**src/hw/rtl/rgb565_backlight_pixel_converter_unit_macros.svh**
```systemverilog
// ---------------------------------------------------------------------------
// RGB565 backlight pixel converter - assertion macros
// Concurrent check wrappers; empty when SYNTHESIS is defined.
// ---------------------------------------------------------------------------
`ifndef RGB565_BACKLIGHT_PIXEL_CONVERTER_UNIT_MACROS_SVH
`define RGB565_BACKLIGHT_PIXEL_CONVERTER_UNIT_MACROS_SVH

`ifndef SYNTHESIS
`define R565BL_ASSERT_IMPL(label, clk, rst_n, ante, cons) \
    label: assert property (@(posedge clk) disable iff (!(rst_n)) (ante) |-> (cons)) \
        else $error("%m: check failed");
`define R565BL_ASSERT_NEXT(label, clk, rst_n, ante, cons) \
    label: assert property (@(posedge clk) disable iff (!(rst_n)) (ante) |=> (cons)) \
        else $error("%m: check failed");
`else
`define R565BL_ASSERT_IMPL(label, clk, rst_n, ante, cons)
`define R565BL_ASSERT_NEXT(label, clk, rst_n, ante, cons)
`endif

`endif

```
**src/hw/rtl/r565bl_pkg.sv**
```systemverilog
`timescale 1ns / 1ps
// ---------------------------------------------------------------------------
// r565bl_pkg
// Shared types, register indexes and palette constants of the converter.
// ---------------------------------------------------------------------------
package r565bl_pkg;

    localparam int PIXEL_W = 16;
    localparam int CHAN_W  = 8;

    typedef enum logic [1:0] {
        REG_DISPLAY_MODE    = 2'd0,
        REG_BACKLIGHT_LEVEL = 2'd1,
        REG_DISPLAY_ON      = 2'd2,
        REG_LOW_BIT_FILL    = 2'd3
    } t_cfg_idx;

    typedef enum logic [1:0] {
        FILL_GREEN_LSB = 2'd0,
        FILL_REPLICATE = 2'd1,
        FILL_ZERO      = 2'd2,
        FILL_ONE       = 2'd3
    } t_fill;

    typedef struct packed {
        logic              display_mode;
        logic [CHAN_W-1:0] backlight_level;
        logic              display_on;
        t_fill             low_bit_fill;
    } t_cfg;

    typedef struct packed {
        logic [CHAN_W-1:0] blue;
        logic [CHAN_W-1:0] green;
        logic [CHAN_W-1:0] red;
    } t_rgb;

    // blend endpoints: bg + (fg - bg) * (w + 1) / 256
    typedef struct packed {
        t_rgb fg;
        t_rgb bg;
    } t_blend_req;

    localparam t_rgb DIM_PAL [2] = '{
        '{blue: 8'd46, green: 8'd61, red: 8'd57},
        '{blue: 8'd18, green: 8'd27, red: 8'd24}
    };

    localparam t_rgb BRIGHT_PAL [2] = '{
        '{blue: 8'd237, green: 8'd171, red: 8'd154},
        '{blue: 8'd146, green: 8'd35,  red: 8'd37}
    };

endpackage

```
**src/hw/rtl/r565bl_expand.sv**
```systemverilog
`timescale 1ns / 1ps
// ---------------------------------------------------------------------------
// r565bl_expand
// Widens RGB565 to 8 bits per channel or picks the monochrome palette pair.
// ---------------------------------------------------------------------------
module r565bl_expand
    import r565bl_pkg::*;
(
    input  logic [PIXEL_W-1:0] i_pixel,
    input  t_cfg               i_cfg,
    output t_blend_req         o_req
);

    logic [PIXEL_W-1:0] w_px;
    logic [4:0]         w_r5;
    logic [5:0]         w_g6;
    logic [4:0]         w_b5;
    logic [7:0]         w_rr;
    logic [7:0]         w_gg;
    logic [7:0]         w_bb;
    logic               w_sel;

    assign w_px  = i_cfg.display_on ? i_pixel : '0;
    assign w_r5  = w_px[15:11];
    assign w_g6  = w_px[10:5];
    assign w_b5  = w_px[4:0];
    assign w_sel = w_px[15];

    always_comb begin
        case (i_cfg.low_bit_fill)
            FILL_GREEN_LSB: begin
                w_rr = {w_r5, w_g6[0], w_r5[4:3]};
                w_gg = {w_g6, w_g6[5:4]};
                w_bb = {w_b5, w_g6[0], w_b5[4:3]};
            end
            FILL_REPLICATE: begin
                w_rr = {w_r5, w_r5[4:2]};
                w_gg = {w_g6, w_g6[5:4]};
                w_bb = {w_b5, w_b5[4:2]};
            end
            FILL_ZERO: begin
                w_rr = {w_r5, 1'b0, w_r5[3:2]};
                w_gg = {w_g6, 1'b0, w_g6[4]};
                w_bb = {w_b5, 1'b0, w_b5[3:2]};
            end
            default: begin
                w_rr = {w_r5, 1'b1, w_r5[3:2]};
                w_gg = {w_g6, 1'b1, w_g6[4]};
                w_bb = {w_b5, 1'b1, w_b5[3:2]};
            end
        endcase
    end

    always_comb begin
        if (i_cfg.display_mode) begin
            o_req.fg = BRIGHT_PAL[w_sel];
            o_req.bg = DIM_PAL[w_sel];
        end else begin
            o_req.fg = '{blue: w_bb, green: w_gg, red: w_rr};
            o_req.bg = '0;
        end
    end

endmodule

```
**src/hw/rtl/r565bl_blend.sv**
```systemverilog
`timescale 1ns / 1ps
// ---------------------------------------------------------------------------
// r565bl_blend
// One channel of the backlight blend: bg + (fg - bg) * (w + 1) / 256.
// ---------------------------------------------------------------------------
module r565bl_blend
    import r565bl_pkg::*;
(
    input  logic [CHAN_W-1:0] i_fg,
    input  logic [CHAN_W-1:0] i_bg,
    input  logic [CHAN_W-1:0] i_weight,
    output logic [CHAN_W-1:0] o_value
);

    logic [CHAN_W-1:0]   w_diff;
    logic [CHAN_W:0]     w_scale;
    logic [2*CHAN_W-1:0] w_prod;

    // fg >= bg always, so the difference never wraps
    assign w_diff  = i_fg - i_bg;
    assign w_scale = {1'b0, i_weight} + {{CHAN_W{1'b0}}, 1'b1};
    // 255 * 256 fits in 16 bits
    assign w_prod  = {{CHAN_W{1'b0}}, w_diff} * {{(CHAN_W-1){1'b0}}, w_scale};
    assign o_value = i_bg + w_prod[2*CHAN_W-1:CHAN_W];

endmodule

```
**src/hw/rtl/rgb565_backlight_pixel_converter_unit.sv**
```systemverilog
`timescale 1ns / 1ps
// Pipeline: an accepted request loads the input reg; the result reg is
//   loaded from it when the output side can advance, and drives m_axis_tvalid.
// Throughput: one pixel per clock while m_axis_tready is not held low;
//   one 8x9 multiply per channel sits between the input register and the result register.
// Reset: synchronous, active low; clears both valid flags and all
//   configuration registers to zero. Payload registers are not reset.
// ---------------------------------------------------------------------------
// rgb565_backlight_pixel_converter_unit
// RGB565 / monochrome pixel to RGB888 with backlight blend, stream in/out.
// ---------------------------------------------------------------------------
`include "rgb565_backlight_pixel_converter_unit_macros.svh"

module rgb565_backlight_pixel_converter_unit
    import r565bl_pkg::*;
(
    input  logic        i_clk,
    input  logic        i_rst_n,
    // config write port
    input  logic        i_cfg_we,
    input  logic [1:0]  i_cfg_idx,
    input  logic [7:0]  i_cfg_wdata,
    // input stream
    input  logic        s_axis_tvalid,
    output logic        s_axis_tready,
    input  logic [15:0] s_axis_tdata,   // [15:0] pixel
    // output stream
    output logic        m_axis_tvalid,
    input  logic        m_axis_tready,
    output logic [23:0] m_axis_tdata    // [7:0] red, [15:8] green, [23:16] blue
);

    t_cfg               r_cfg;
    logic               r_s1_valid;
    logic [PIXEL_W-1:0] r_s1_pixel;
    logic               r_out_valid;
    t_rgb               r_out;
    logic               w_adv;
    logic               w_s_accept;
    t_blend_req         w_req;
    t_rgb               n_out;

    // output side moves when empty or taken
    assign w_adv         = !r_out_valid || m_axis_tready;
    assign s_axis_tready = w_adv || !r_s1_valid;
    assign w_s_accept    = s_axis_tvalid && s_axis_tready;
    assign m_axis_tvalid = r_out_valid;
    assign m_axis_tdata  = r_out;

    always_ff @(posedge i_clk) begin
        if (!i_rst_n) begin
            r_cfg       <= '0;
            r_s1_valid  <= 1'b0;
            r_out_valid <= 1'b0;
        end else begin
            if (i_cfg_we) begin
                unique case (t_cfg_idx'(i_cfg_idx))
                    REG_DISPLAY_MODE:    r_cfg.display_mode    <= i_cfg_wdata[0];
                    REG_BACKLIGHT_LEVEL: r_cfg.backlight_level <= i_cfg_wdata;
                    REG_DISPLAY_ON:      r_cfg.display_on      <= i_cfg_wdata[0];
                    REG_LOW_BIT_FILL:    r_cfg.low_bit_fill    <= t_fill'(i_cfg_wdata[1:0]);
                    default:             r_cfg                 <= r_cfg;
                endcase
            end
            if (s_axis_tready) begin
                r_s1_valid <= s_axis_tvalid;
            end
            if (w_adv) begin
                r_out_valid <= r_s1_valid;
            end
        end
    end

    always_ff @(posedge i_clk) begin
        if (w_s_accept) begin
            r_s1_pixel <= s_axis_tdata;
        end
        if (w_adv && r_s1_valid) begin
            r_out <= n_out;
        end
    end

    r565bl_expand u_expand (
        .i_pixel (r_s1_pixel),
        .i_cfg   (r_cfg),
        .o_req   (w_req)
    );

    r565bl_blend u_blend_red (
        .i_fg     (w_req.fg.red),
        .i_bg     (w_req.bg.red),
        .i_weight (r_cfg.backlight_level),
        .o_value  (n_out.red)
    );

    r565bl_blend u_blend_green (
        .i_fg     (w_req.fg.green),
        .i_bg     (w_req.bg.green),
        .i_weight (r_cfg.backlight_level),
        .o_value  (n_out.green)
    );

    r565bl_blend u_blend_blue (
        .i_fg     (w_req.fg.blue),
        .i_bg     (w_req.bg.blue),
        .i_weight (r_cfg.backlight_level),
        .o_value  (n_out.blue)
    );

    // a full input stage that cannot drain keeps its request
    `R565BL_ASSERT_NEXT(a_s1_hold, i_clk, i_rst_n, r_s1_valid && !w_adv, r_s1_valid)
    // an accepted request always lands in the input stage
    `R565BL_ASSERT_NEXT(a_s1_fill, i_clk, i_rst_n, w_s_accept, r_s1_valid)
    // backpressure only when both stages are occupied
    `R565BL_ASSERT_IMPL(a_busy_full, i_clk, i_rst_n, !s_axis_tready, r_s1_valid && r_out_valid)

endmodule
```
**config.mk**
```make
export PLATFORM = sky130hd
export DESIGN_NAME = rgb565_backlight_pixel_converter_unit
export DESIGN_NICKNAME = d
export VERILOG_FILES = /design/src/hw/rtl/r565bl_pkg.sv /design/src/hw/rtl/r565bl_expand.sv /design/src/hw/rtl/r565bl_blend.sv /design/src/hw/rtl/rgb565_backlight_pixel_converter_unit.sv
export VERILOG_INCLUDE_DIRS = /design/src /design/src/hw/rtl
export SDC_FILE = /design/constraint.sdc
export NUM_CORES = 1
export LEC_CHECK = 0
export ABC_AREA = 1
export BUFFER_PORTS_ARGS = -buffer_cell sky130_fd_sc_hd__buf_2
export CAP_MARGIN = 20
export CORE_MARGIN = 5
export CORE_UTILIZATION = 60
export CTS_CLUSTER_DIAMETER = 30
export CTS_CLUSTER_SIZE = 12
export DETAILED_ROUTE_END_ITERATION = 7
export PLACE_DENSITY = 0.79
export SLEW_MARGIN = 10
export SYNTH_ARGS = -nofsm -noshare
export SYNTH_HDL_FRONTEND = slang
export SYNTH_SLANG_ARGS = --single-unit
```
**constraint.sdc**
```tcl
create_clock -name i_clk -period 7.4 [get_ports i_clk]
set_clock_uncertainty 0.05 [all_clocks]
set_input_delay 1.11 -clock i_clk [delete_from_list [all_inputs] [get_ports i_clk]]
set_output_delay 1.11 -clock i_clk [all_outputs]
set_load 0.01 [all_outputs]
```
==> results of run 1 <==
synth_stat cells (2+ instances only):
cell / count / share of area (%)
a211oi_1: 5 / 0.38
a21o_1: 2 / 0.15
a21oi_1: 54 / 2.8
a21oi_4: 2 / 0.33
a221oi_1: 2 / 0.18
and2_1: 5 / 0.32
buf_2: 4 / 0.20
clkbuf_1: 14 / 0.54
clkinv_1: 2 / 0.077
conb_1: 2 / 0.077
dfxtp_1: 14 / 2.9
edfxtp_1: 40 / 12
fa_1: 122 / 25
ha_1: 125 / 16
inv_1: 271 / 10
inv_2: 12 / 0.46
nand2_1: 267 / 10
nand2_4: 3 / 0.35
nand3_1: 49 / 2.5
nand3b_1: 2 / 0.15
nand4_1: 5 / 0.32
nor2_1: 147 / 5.6
nor3_1: 6 / 0.31
o21ai_0: 36 / 1.8
o21ai_1: 6 / 0.31
o21bai_1: 4 / 0.31
or2_2: 5 / 0.32
xnor2_1: 15 / 1.3
xor2_1: 27 / 2.4
cell families after synthesis:
kind of cell             Yosys count  synth area share [%]
XOR/XNOR                          43                  4.04
flip-flops                        54                  15.1
AO/OA/AOI/OAI                    119                  7.20
adder cells (fa/ha/maj)          247                  40.9
other                              2                0.0767
AND/OR/NAND/NOR                  495                  20.7
buffers and inverters            306                  11.9
per-layer routing:
layer	global-route usage [%]	routed length, um	vias to the layer above
met1	33.1	9190	3940
li1	-	-	4012
met2	46.7	11300	300
met4	9.66	807	0
met3	3.65	1770	76
met5	0	0	-
power groups by stage:
| stage | Sequential, uW | Combinational (uW) | Clock [uW] |
|---|---|---|---|
| final | 368 | 673 | 270 |
| after global routing | 371 | 778 | 287 |
| after CTS | 369 | 673 | 277 |
| after detailed placement | 375 | 665 | 0 |
| after global placement | 375 | 644 | 0 |
| after floorplan | 380 | 481 | 0 |
stage by stage:
stage	utilization, %	area (um2)	instances
6_report	66.5	10600	1549
4_1_cts	66.4	10600	1548
3_5_place_dp	65.4	10400	1540
2_1_floorplan	-	9790	1266
5_1_grt	66.5	10600	1549
3_3_place_gp	65.4	10400	1540
area by class of cell:
cell class,instances,area [um2]
Sequential cell,54,1490
Fill cell,1370,5340
Clock buffer,8,168
Tap cell,216,270
Multi-Input combinational cell,906,7150
Timing Repair Buffer,80,460
Inverter,285,1070
worst paths after layout:
check / to / slack [ns]
setup reg to reg: m_axis_tdata[23] / 0.46
hold / removal: r_cfg[10] / 0.45
hold reg to reg: r_cfg[10] / 0.45
setup / recovery: m_axis_tdata[23] / 0.46
flip-flops by register name, indices dropped and copies added, names as in the netlist:
name	count
r_cfg	12
r_s1_valid	1
m_axis_tvalid	1
r_s1_pixel	16
m_axis_tdata	24
critical path: cells and delay by family, from the launching register on:
| family | cells | cell delay, ns |
|---|---|---|
| simple gates | 14 | 1.43 |
| fa+ha+maj | 8 | 3.11 |
| buf+inv | 5 | 0.46 |
| compound gates | 8 | 1.24 |
| flops | 1 | 0.41 |
timing repair:
item,in CTS,in global routing
buffers inserted,0,1
setup endpoints to repair,0,7
gates resized for setup,0,5
endpoints found under the hold margin,0,0
==> Implementation_results.wiki, run 1 <==
{| class="wikitable"
! Metric !! Value
|-
| Post-detail-place hpwl || 19.0 mm
|-
| Max-Slew Margin vs Limit || 55.5%
|-
| Routability congestion estimate from global placement || 0.975
|-
| Syn_area_per_cell || 7.73 um2
|-
| Fraction of layout cells with a size suffix above 1 || 9.00%
|-
| Number of hold violations in the final report || 0
|-
| Global-route wire length before repair || 39.8 mm
|-
| Endpoints failing setup || 0
|-
| Cell type of the slowest stage on the worst timing path || fa_1
|-
| Setup total negative slack || 0 ns
|-
| Max H-tree Level || 2
|-
| Data arrival time of the worst path || 6.96 ns
|-
| Count of boundary I/O pins || 57
|-
| Area of the core || 0.0159 mm2
|-
| CP Data Required Time || 7.42 ns
|-
| Total routed wirelength || 23.0 mm
|-
| Worst hold slack across all endpoints || 0.454 ns
|-
| Type of element capturing the critical path || flip-flop
|-
| CTS max path bufs || 2
|-
| Pin count of the biggest net entering global routing || 25
|-
| Outcome || complete, no violations
|-
| Number of input and output port buffers inserted || 56
|-
| Sequential element share of the synthesized area || 15.1%
|-
| Number of library cell types mapped by synthesis || 47
|-
| Start point of the worst min-delay path || r_cfg[10]
|-
| Max Fanout on Critical Path || 9
|-
| Power per standard cell area || 124 mW/mm2
|-
| Clock tree from TritonCTS || done
|-
| Internal power of the cells || 756 uW
|-
| Initial antenna violation count || 0
|-
| Slew of the pin with the lowest slew margin || 0.667 ns
|-
| Final Power || 1310 uW
|-
| Initial cell density of the core || 61.4%
|-
| Crit path kind || reg -> reg
|-
| Fmax || 144 MHz
|-
| Congestion Overflow GR || 0
|-
| Post-synth ARST share || 0%
|-
| Clock sink count || 54
|-
| Combinational fraction of design power || 51.3%
|-
| Warning count from the yosys run || 0
|-
| Number of clock buffers inserted by TritonCTS || 5
|-
| Post-Synthesis Cells || 1266
|-
| Number of optimization iterations in the first detailed-route pass || 5
|-
| Maximum resistive drop on vdd || 81.7 uV
|-
| Final setup margin || 0.456 ns
|-
| Die Footprint || 0.0190 mm2
|-
| Critical path's largest stage delay || 0.51 ns
|-
| Remaining routing DRC violations || 0
|-
| Leading cell type in the layout, fill and taps excluded || inv_1
|-
| X dimension of the die || 138 um
|-
| Die extent in y || 138 um
|-
| Leakage component of the power || 0.00577 uW
|-
| Final-stage net count || 1610
|-
| Portion of total power attributed to sequential cells || 28.1%
|-
| Via count of the first global-routing pass || 8707
|-
| Worst-case reg-to-reg path depth || 35
|-
| CP most frequent cell || nand2_1
|-
| Post-synthesis net count || 1544
|-
| Routed len/inst || 14.9 um
|-
| Clock share of power || 20.6%
|-
| Post-Synthesis Cell Area || 0.00979 mm2
|-
| Max Slew Vio Count || 0
|-
| Most used cells in the layout excluding fill and tap cells || 271 x inv_1, 267 x nand2_1, 147 x nor2_1
|-
| Drt initial violations || 602
|-
| Hold Buf Count CTS || 0
|-
| Minimum clock period after layout || 6.94 ns
|-
| Antenna diode count || 0
|-
| Placement-stage worst setup slack || 0.273 ns
|-
| Worst Hold Class || reg -> reg
|-
| Hold-critical path depth || 2
|-
| Post-detailed-route via-to-cell ratio || 5.38
|-
| Number of enable-type register cells in the synthesized netlist || 40
|-
| Final antenna-violating net count || 0
|-
| Vias || 8328
|-
| Switching share of total power || 42.4%
|-
| Number of core rows || 46
|-
| Total Routing Usage GR || 26.5%
|-
| Seq cells post-synth || 54
|-
| Unrepaired setup endpoints after global routing || false
|-
| Critical path launch point type || flip-flop
|-
| Reported net switching power || 556 uW
|-
| Worst skew pair latency || 0.31 ns
|-
| Growth of design area from synthesis to finish || 8.35%
|-
| Max-capacitance violation count || 0
|-
| Ratio of final minimum period to clock period || 93.8%
|-
| Clock slew seen by the registers of the worst setup and hold paths || 0.07 ns
|-
| Startpoint of the most critical register-to-register path || r_s1_pixel[15]
|-
| Top flip-flop cell by instance count after synthesis || edfxtp_1
|-
| Root buf cell || clkbuf_16
|-
| Worst Setup SP || r_s1_pixel[15]
|}
Note: power is estimated with default switching activity, not from simulation.
==> inputs of run 2 (changes only) <==
--- a/config.mk
+++ b/config.mk
@@ -14,6 +14,7 @@
 export CTS_CLUSTER_DIAMETER = 30
 export CTS_CLUSTER_SIZE = 12
 export DETAILED_ROUTE_END_ITERATION = 7
+export GPL_TIMING_DRIVEN = 0
 export PLACE_DENSITY = 0.79
 export SLEW_MARGIN = 10
 export SYNTH_ARGS = -nofsm -noshare
==> run 2 against run 1 <==
  * Core utilization grew 0.67 points
  * Critical path depth grew 1
  * First-iteration DRC count grew 4.7%
  * Sequential share of layout area shrank 0.15 points
  * Flip-flop and latch count is the same
  * Largest cell class unchanged
==> Implementation_results.wiki, run 2 (same netlist as run 1, synthesis figures left out) <==
{| class="wikitable"
! Metric !! Value
|-
| Data arrival time of the worst path || 7.04 ns (+0.08 ns)
|-
| Ratio of final minimum period to clock period || 95.0% (+1.1 points)
|-
| CP Data Required Time || 7.42 ns (about the same)
|-
| Total placed instance area || 0.0104 mm2 (-0.48%)
|-
| X dimension of the die || 138 um (unchanged)
|-
| Max-Slew Margin vs Limit || 29.2% (-26 points)
|-
| Final antenna-violating net count || 0 (unchanged)
|-
| Clock sink count || 54 (unchanged)
|-
| Total routed wirelength || 23.3 mm (+1.0%)
|-
| Die Footprint || 0.0190 mm2 (unchanged)
|-
| Type of element capturing the critical path || flip-flop
|-
| Routability congestion estimate from global placement || 0.941 (-3.5%)
|-
| Post-detail-place hpwl || 18.7 mm (-1.6%)
|-
| Final-stage net count || 1620 (+0.62%)
|-
| Largest delay share family, worst path || adder cells
|-
| Placement-stage worst setup slack || -0.566 ns (-0.839 ns)
|-
| Max Slew Vio Count || 0 (unchanged)
|-
| Outcome || complete, no violations
|-
| Number of hold violations in the final report || 0 (unchanged)
|-
| Die extent in y || 138 um (unchanged)
|-
| Congestion Overflow GR || 0 (unchanged)
|-
| Global-route wire length before repair || 39.5 mm (-0.76%)
|-
| Growth of design area from synthesis to finish || 9.45%
|-
| Vias || 8368 (+0.48%)
|-
| Fmax || 142 MHz (-1.2%)
|-
| Most used cells in the layout excluding fill and tap cells || 268 x inv_1, 266 x nand2_1, 147 x nor2_1
|-
| Drt initial violations || 630 (+4.7%)
|-
| Final Power || 1330 uW (+1.4%)
|-
| Hold Buf Count CTS || 0 (unchanged)
|-
| Initial cell density of the core || 61.4% (unchanged)
|-
| Worst hold slack across all endpoints || 0.457 ns (+0.00317 ns)
|-
| Antenna diode count || 0 (unchanged)
|-
| Number of clock buffers inserted by TritonCTS || 5 (unchanged)
|-
| Max-capacitance violation count || 0 (unchanged)
|-
| Routed len/inst || 14.9 um (+0.39%)
|-
| Count of boundary I/O pins || 57 (unchanged)
|-
| Power per standard cell area || 124 mW/mm2 (+0.34%)
|-
| Number of core rows || 46 (unchanged)
|-
| Final setup margin || 0.372 ns (-0.0833 ns)
|-
| Max Fanout on Critical Path || 10 (+1)
|-
| Initial antenna violation count || 0 (unchanged)
|-
| Worst skew pair latency || 0.31 ns (about the same)
|-
| Cell type of the slowest stage on the worst timing path || fa_1
|-
| CP most frequent cell || nand2_1
|-
| Critical path's largest stage delay || 0.51 ns (about the same)
|-
| Design Area, Final || 0.0107 mm2 (+1.0%)
|-
| Number of buffers and inverters on the critical path || 6 (+1)
|-
| Number of input and output port buffers inserted || 56 (unchanged)
|-
| Clock slew seen by the registers of the worst setup and hold paths || 0.07 ns (about the same)
|-
| Total Routing Usage GR || 26.4% (-0.086 points)
|-
| Endpoints failing setup || 0 (unchanged)
|-
| Pin count of the biggest net entering global routing || 25 (unchanged)
|-
| Minimum clock period after layout || 7.03 ns (+0.0833 ns)
|-
| Area of the core || 0.0159 mm2 (unchanged)
|-
| Root buf cell || clkbuf_16
|-
| Leading cell type in the layout, fill and taps excluded || inv_1
|-
| Maximum resistive drop on vdd || 92.3 uV (+13%)
|-
| CTS max path bufs || 2 (unchanged)
|-
| Setup total negative slack || 0 ns (unchanged)
|-
| Via count of the first global-routing pass || 8402 (-3.5%)
|-
| Number of flip-flops in the largest register || 24 (unchanged)
|-
| Max H-tree Level || 2 (unchanged)
|-
| Critical path launch point type || flip-flop
|-
| Slew of the pin with the lowest slew margin || 1.06 ns (+0.391 ns)
|-
| Leakage component of the power || 0.00578 uW (+0.16%)
|-
| Fraction of layout cells with a size suffix above 1 || 9.61% (+0.60 points)
|-
| Post-detailed-route via-to-cell ratio || 5.37 (-0.16%)
|-
| Number of optimization iterations in the first detailed-route pass || 5 (unchanged)
|-
| Crit path kind || reg -> reg
|-
| Worst Hold Class || reg -> reg
|-
| Clock tree from TritonCTS || done
|-
| Remaining routing DRC violations || 0 (unchanged)
|}
==> run 2: per-layer routing <==
metal / part of all wire [%] / global-route usage [%] / vias to the layer above
met1: 39 / 33.6 / 3904
met5: 0 / 0 / -
li1: - / - / 4035
met3: 8.6 / 4.24 / 68
met2: 49 / 45.5 / 361
met4: 3.4 / 9.33 / 0
==> run 2: final cells by class <==
type                            instances  area [um2]
Multi-Input combinational cell        906        7220
Buffer                                 20        93.8
Inverter                              285        1070
Timing Repair Buffer                   70         398
Clock buffer                            8         168
Tap cell                              216         270
Fill cell                            1336        5230
Sequential cell                        54        1490
==> run 2: worst min-delay path: stages, from the launching register on <==
cell	delay (ns)
dfxtp_1	0.31
inv_1	0.09
a21oi_1	0.07
==> run 2: final timing paths <==
kind                 endpoint       from  cells past startpoint  slack [ns]
min                 r_cfg[10]  r_cfg[10]                      2        0.46
max reg2reg  m_axis_tdata[23]   r_cfg[2]                     36        0.37
max          m_axis_tdata[23]   r_cfg[2]                     36        0.37
min reg2reg         r_cfg[10]  r_cfg[10]                      2        0.46
==> run 2: what timing repair did <==
item                                    in CTS  in global routing
setup buffers                                0                 13
pin swaps                                    0                  1
gates resized for setup                      5                 20
endpoints found under the setup margin      13                 10
==> run 2: where the power goes <==
part,switching (uW),internal (uW)
clock,112,156
combinational,444,251
sequential,8.78,358
total,565,764
==> run 2: through the flow <==
step           instances  utilization [%]
2_1_floorplan       1266                -
3_3_place_gp        1538             64.8
3_5_place_dp        1539             65.0
4_1_cts             1547             66.2
5_1_grt             1559             67.2
6_report            1559             67.2
==> inputs of run 3 (changes only) <==
--- a/config.mk
+++ b/config.mk
@@ -9,12 +9,13 @@
 export ABC_AREA = 1
 export BUFFER_PORTS_ARGS = -buffer_cell sky130_fd_sc_hd__buf_2
 export CAP_MARGIN = 20
-export CORE_MARGIN = 5
 export CORE_UTILIZATION = 60
+export CTS_BUF_LIST = sky130_fd_sc_hd__clkbuf_4 sky130_fd_sc_hd__clkbuf_8
 export CTS_CLUSTER_DIAMETER = 30
 export CTS_CLUSTER_SIZE = 12
 export DETAILED_ROUTE_END_ITERATION = 7
 export GPL_TIMING_DRIVEN = 0
+export MAX_ROUTING_LAYER = met4
 export PLACE_DENSITY = 0.79
 export SLEW_MARGIN = 10
 export SYNTH_ARGS = -nofsm -noshare
==> run 3 against run 2 <==
  * Die area down 11%
  * Global-route usage increased by 4.5 points
  * Wire length fell by 1.5%
  * Sequential power about the same
  * First-iteration DRC count shrank 21%
  * Final area is 1.0% lower
  * Clock power down 31%
  * Non-clock buffer count down 7
  * Flip-flop and latch count unchanged
  * Core utilization shrank 0.45 points
  * Maximum frequency up 0.53%
  * Largest power group unchanged
  * Highest routed layer unchanged
==> Implementation_results.wiki, run 3 (same netlist as run 1, synthesis figures left out) <==
{| class="wikitable"
! Metric !! Value
|-
| Max-Slew Margin vs Limit || 29.8% (+0.60 points)
|-
| Critical path launch point type || flip-flop
|-
| Number of optimization iterations in the first detailed-route pass || 6 (+1)
|-
| Routed len/inst || 14.8 um (-1.0%)
|-
| Number of clock buffers inserted by TritonCTS || 5 (unchanged)
|-
| Largest delay share family, worst path || adder cells
|-
| Max-capacitance violation count || 0 (unchanged)
|-
| Area of the core || 0.0159 mm2 (-0.36%)
|-
| Post-detailed-route via-to-cell ratio || 5.37 (about the same)
|-
| Number of flip-flops in the largest register || 24 (unchanged)
|-
| Global-route track usage on met3 || 5.58% (+1.3 points)
|-
| Number of core rows || 46 (unchanged)
|-
| Cell Count, Final, Fillers Out || 1552 (-0.45%)
|-
| Die extent in y || 130 um (-5.8%)
|-
| Remaining routing DRC violations || 0 (unchanged)
|-
| Initial cell density of the core || 61.6% (+0.22 points)
|-
| Vias || 8328 (-0.48%)
|-
| Final antenna-violating net count || 0 (unchanged)
|-
| Pin count of the biggest net entering global routing || 25 (unchanged)
|-
| Global-route wire length before repair || 38.6 mm (-2.3%)
|-
| Max H-tree Level || 2 (unchanged)
|-
| Crit path kind || reg -> reg
|-
| Via count of the first global-routing pass || 8224 (-2.1%)
|-
| X dimension of the die || 130 um (-5.8%)
|-
| Worst Setup SP || r_cfg[2]
|-
| CTS max path bufs || 2 (unchanged)
|-
| Hold Buf Count CTS || 0 (unchanged)
|-
| Slew of the pin with the lowest slew margin || 1.05 ns (-0.00902 ns)
|-
| Placement-stage worst setup slack || -0.685 ns (-0.118 ns)
|-
| Power per standard cell area || 117 mW/mm2 (-5.9%)
|-
| Final setup margin || 0.409 ns (+0.0369 ns)
|-
| CP Data Required Time || 7.45 ns (+0.03 ns)
|-
| Data arrival time of the worst path || 7.04 ns (about the same)
|-
| CP most frequent cell || nand2_1
|-
| Number of buffers and inverters on the critical path || 6 (unchanged)
|-
| Type of element capturing the critical path || flip-flop
|-
| Total routed wirelength || 22.9 mm (-1.5%)
|-
| Growth of design area from synthesis to finish || 8.32%
|-
| Startpoint of the most critical register-to-register path || r_cfg[2]
|-
| Max Slew Vio Count || 0 (unchanged)
|-
| Drt initial violations || 500 (-21%)
|-
| Clock sink count || 54 (unchanged)
|-
| Post-detail-place hpwl || 18.5 mm (-1.3%)
|-
| Leading cell type in the layout, fill and taps excluded || inv_1
|-
| Congestion Overflow GR || 0 (unchanged)
|-
| Routability congestion estimate from global placement || 0.942 (+0.19%)
|-
| Fmax || 143 MHz (+0.53%)
|-
| Number of input and output port buffers inserted || 56 (unchanged)
|-
| Met1 capacity usage during global routing || 37.7% (+4.1 points)
|-
| Total Routing Usage GR || 30.9% (+4.5 points)
|-
| Antenna diode count || 0 (unchanged)
|-
| Clock tree from TritonCTS || done
|-
| Final-stage net count || 1613 (-0.43%)
|-
| Setup total negative slack || 0 ns (unchanged)
|-
| Clock slew seen by the registers of the worst setup and hold paths || 0.10 ns (+0.03 ns)
|-
| Start point of the worst min-delay path || r_cfg[10]
|-
| Max Fanout on Critical Path || 10 (unchanged)
|-
| Die Footprint || 0.0168 mm2 (-11%)
|-
| Fraction of layout cells with a size suffix above 1 || 9.58% (-0.025 points)
|-
| Cell type of the slowest stage on the worst timing path || fa_1
|-
| Maximum resistive drop on vdd || 71.9 uV (-22%)
|-
| Count of boundary I/O pins || 57 (unchanged)
|-
| Root buf cell || clkbuf_8
|-
| Endpoints failing setup || 0 (unchanged)
|-
| Most Crowded Layer GR || met2
|-
| Worst Hold Class || reg -> reg
|-
| Leakage component of the power || 0.00570 uW (-1.3%)
|-
| Worst skew pair latency || 0.34 ns (+0.03 ns)
|-
| Grt met2 use || 50.6% (+5.1 points)
|-
| Most used cells in the layout excluding fill and tap cells || 268 x inv_1, 265 x nand2_1, 147 x nor2_1
|-
| Util after Layout || 66.7% (-0.45 points)
|-
| Outcome || complete, no violations
|-
| Dpl cells || 1539 (unchanged)
|-
| Critical path's largest stage delay || 0.51 ns (about the same)
|-
| Initial antenna violation count || 0 (unchanged)
|-
| Number of hold violations in the final report || 0 (unchanged)
|-
| Ratio of final minimum period to clock period || 94.5% (-0.50 points)
|-
| Minimum clock period after layout || 6.99 ns (-0.0369 ns)
|}
-- run 3: cell count changes in the layout (fill, tap and decap cells not counted), moves of 2 or more --
cell       previous run  this run
a21oi_1              50        48
clkbuf_16             6         0
buf_4                14         7
clkbuf_8              1         6
ha_1                124       122
ha_2                  0         2
a21oi_2               2         4
-- run 3: timing repair --
item / CTS / global route
resized for setup: 5 / 25
endpoints found under the setup margin: 13 / 10
setup buffers: 0 / 6
endpoints found under the hold margin: 0 / 0
pin swaps: 0 / 1
-- run 3: power breakdown --
part           switching [uW]  total (uW)  internal [uW]
clock                     108         184           75.8
combinational             442         687            245
sequential               9.22         367            358
-- run 3: worst paths after layout --
kind,cells past startpoint,slack (ns),to
worst max-delay path,36,0.41,m_axis_tdata[23]
worst min-delay path,2,0.47,r_cfg[10]
worst min register to register,2,0.47,r_cfg[10]
worst max register to register,36,0.41,m_axis_tdata[23]
-- run 3: layout make-up --
class,instances,area (um2)
well taps,216,270
repair buffers,63,345
clock inverters,2,11.3
plain buffers,20,93.8
clock buffers,6,82.6
multi-input cells,906,7240
flip-flops and latches,54,1490
fillers,1395,5280
inverters,285,1080
-- run 3: per-layer routing --
metal  routed length [um]  part of all wire, %
met5                    0                    0
met4                  810                  3.5
met3                 1640                  7.1
met2                11000                   48
met1                 9510                   41
-- run 3: per-stage QoR --
step	power (uW)	hold slack, ns	cell area, um2
after floorplan	862	0.398	9790
after global placement	1010	0.404	10300
after detailed placement	1040	0.456	10400
after CTS	1230	0.471	10500
after global routing	1360	0.519	10600
final	1240	0.470	10600
-- run 3: worst reg2reg max path, delay by kind of cell (launching register included) --
| family | cells | cell delay [ns] |
|---|---|---|
| AO/OA/AOI/OAI | 7 | 1.08 |
| XOR/XNOR | 1 | 0.14 |
| adder cells (fa/ha/maj) | 7 | 2.89 |
| buffers and inverters | 6 | 0.59 |
| flip-flops | 1 | 0.35 |
| AND/OR/NAND/NOR | 15 | 1.67 |
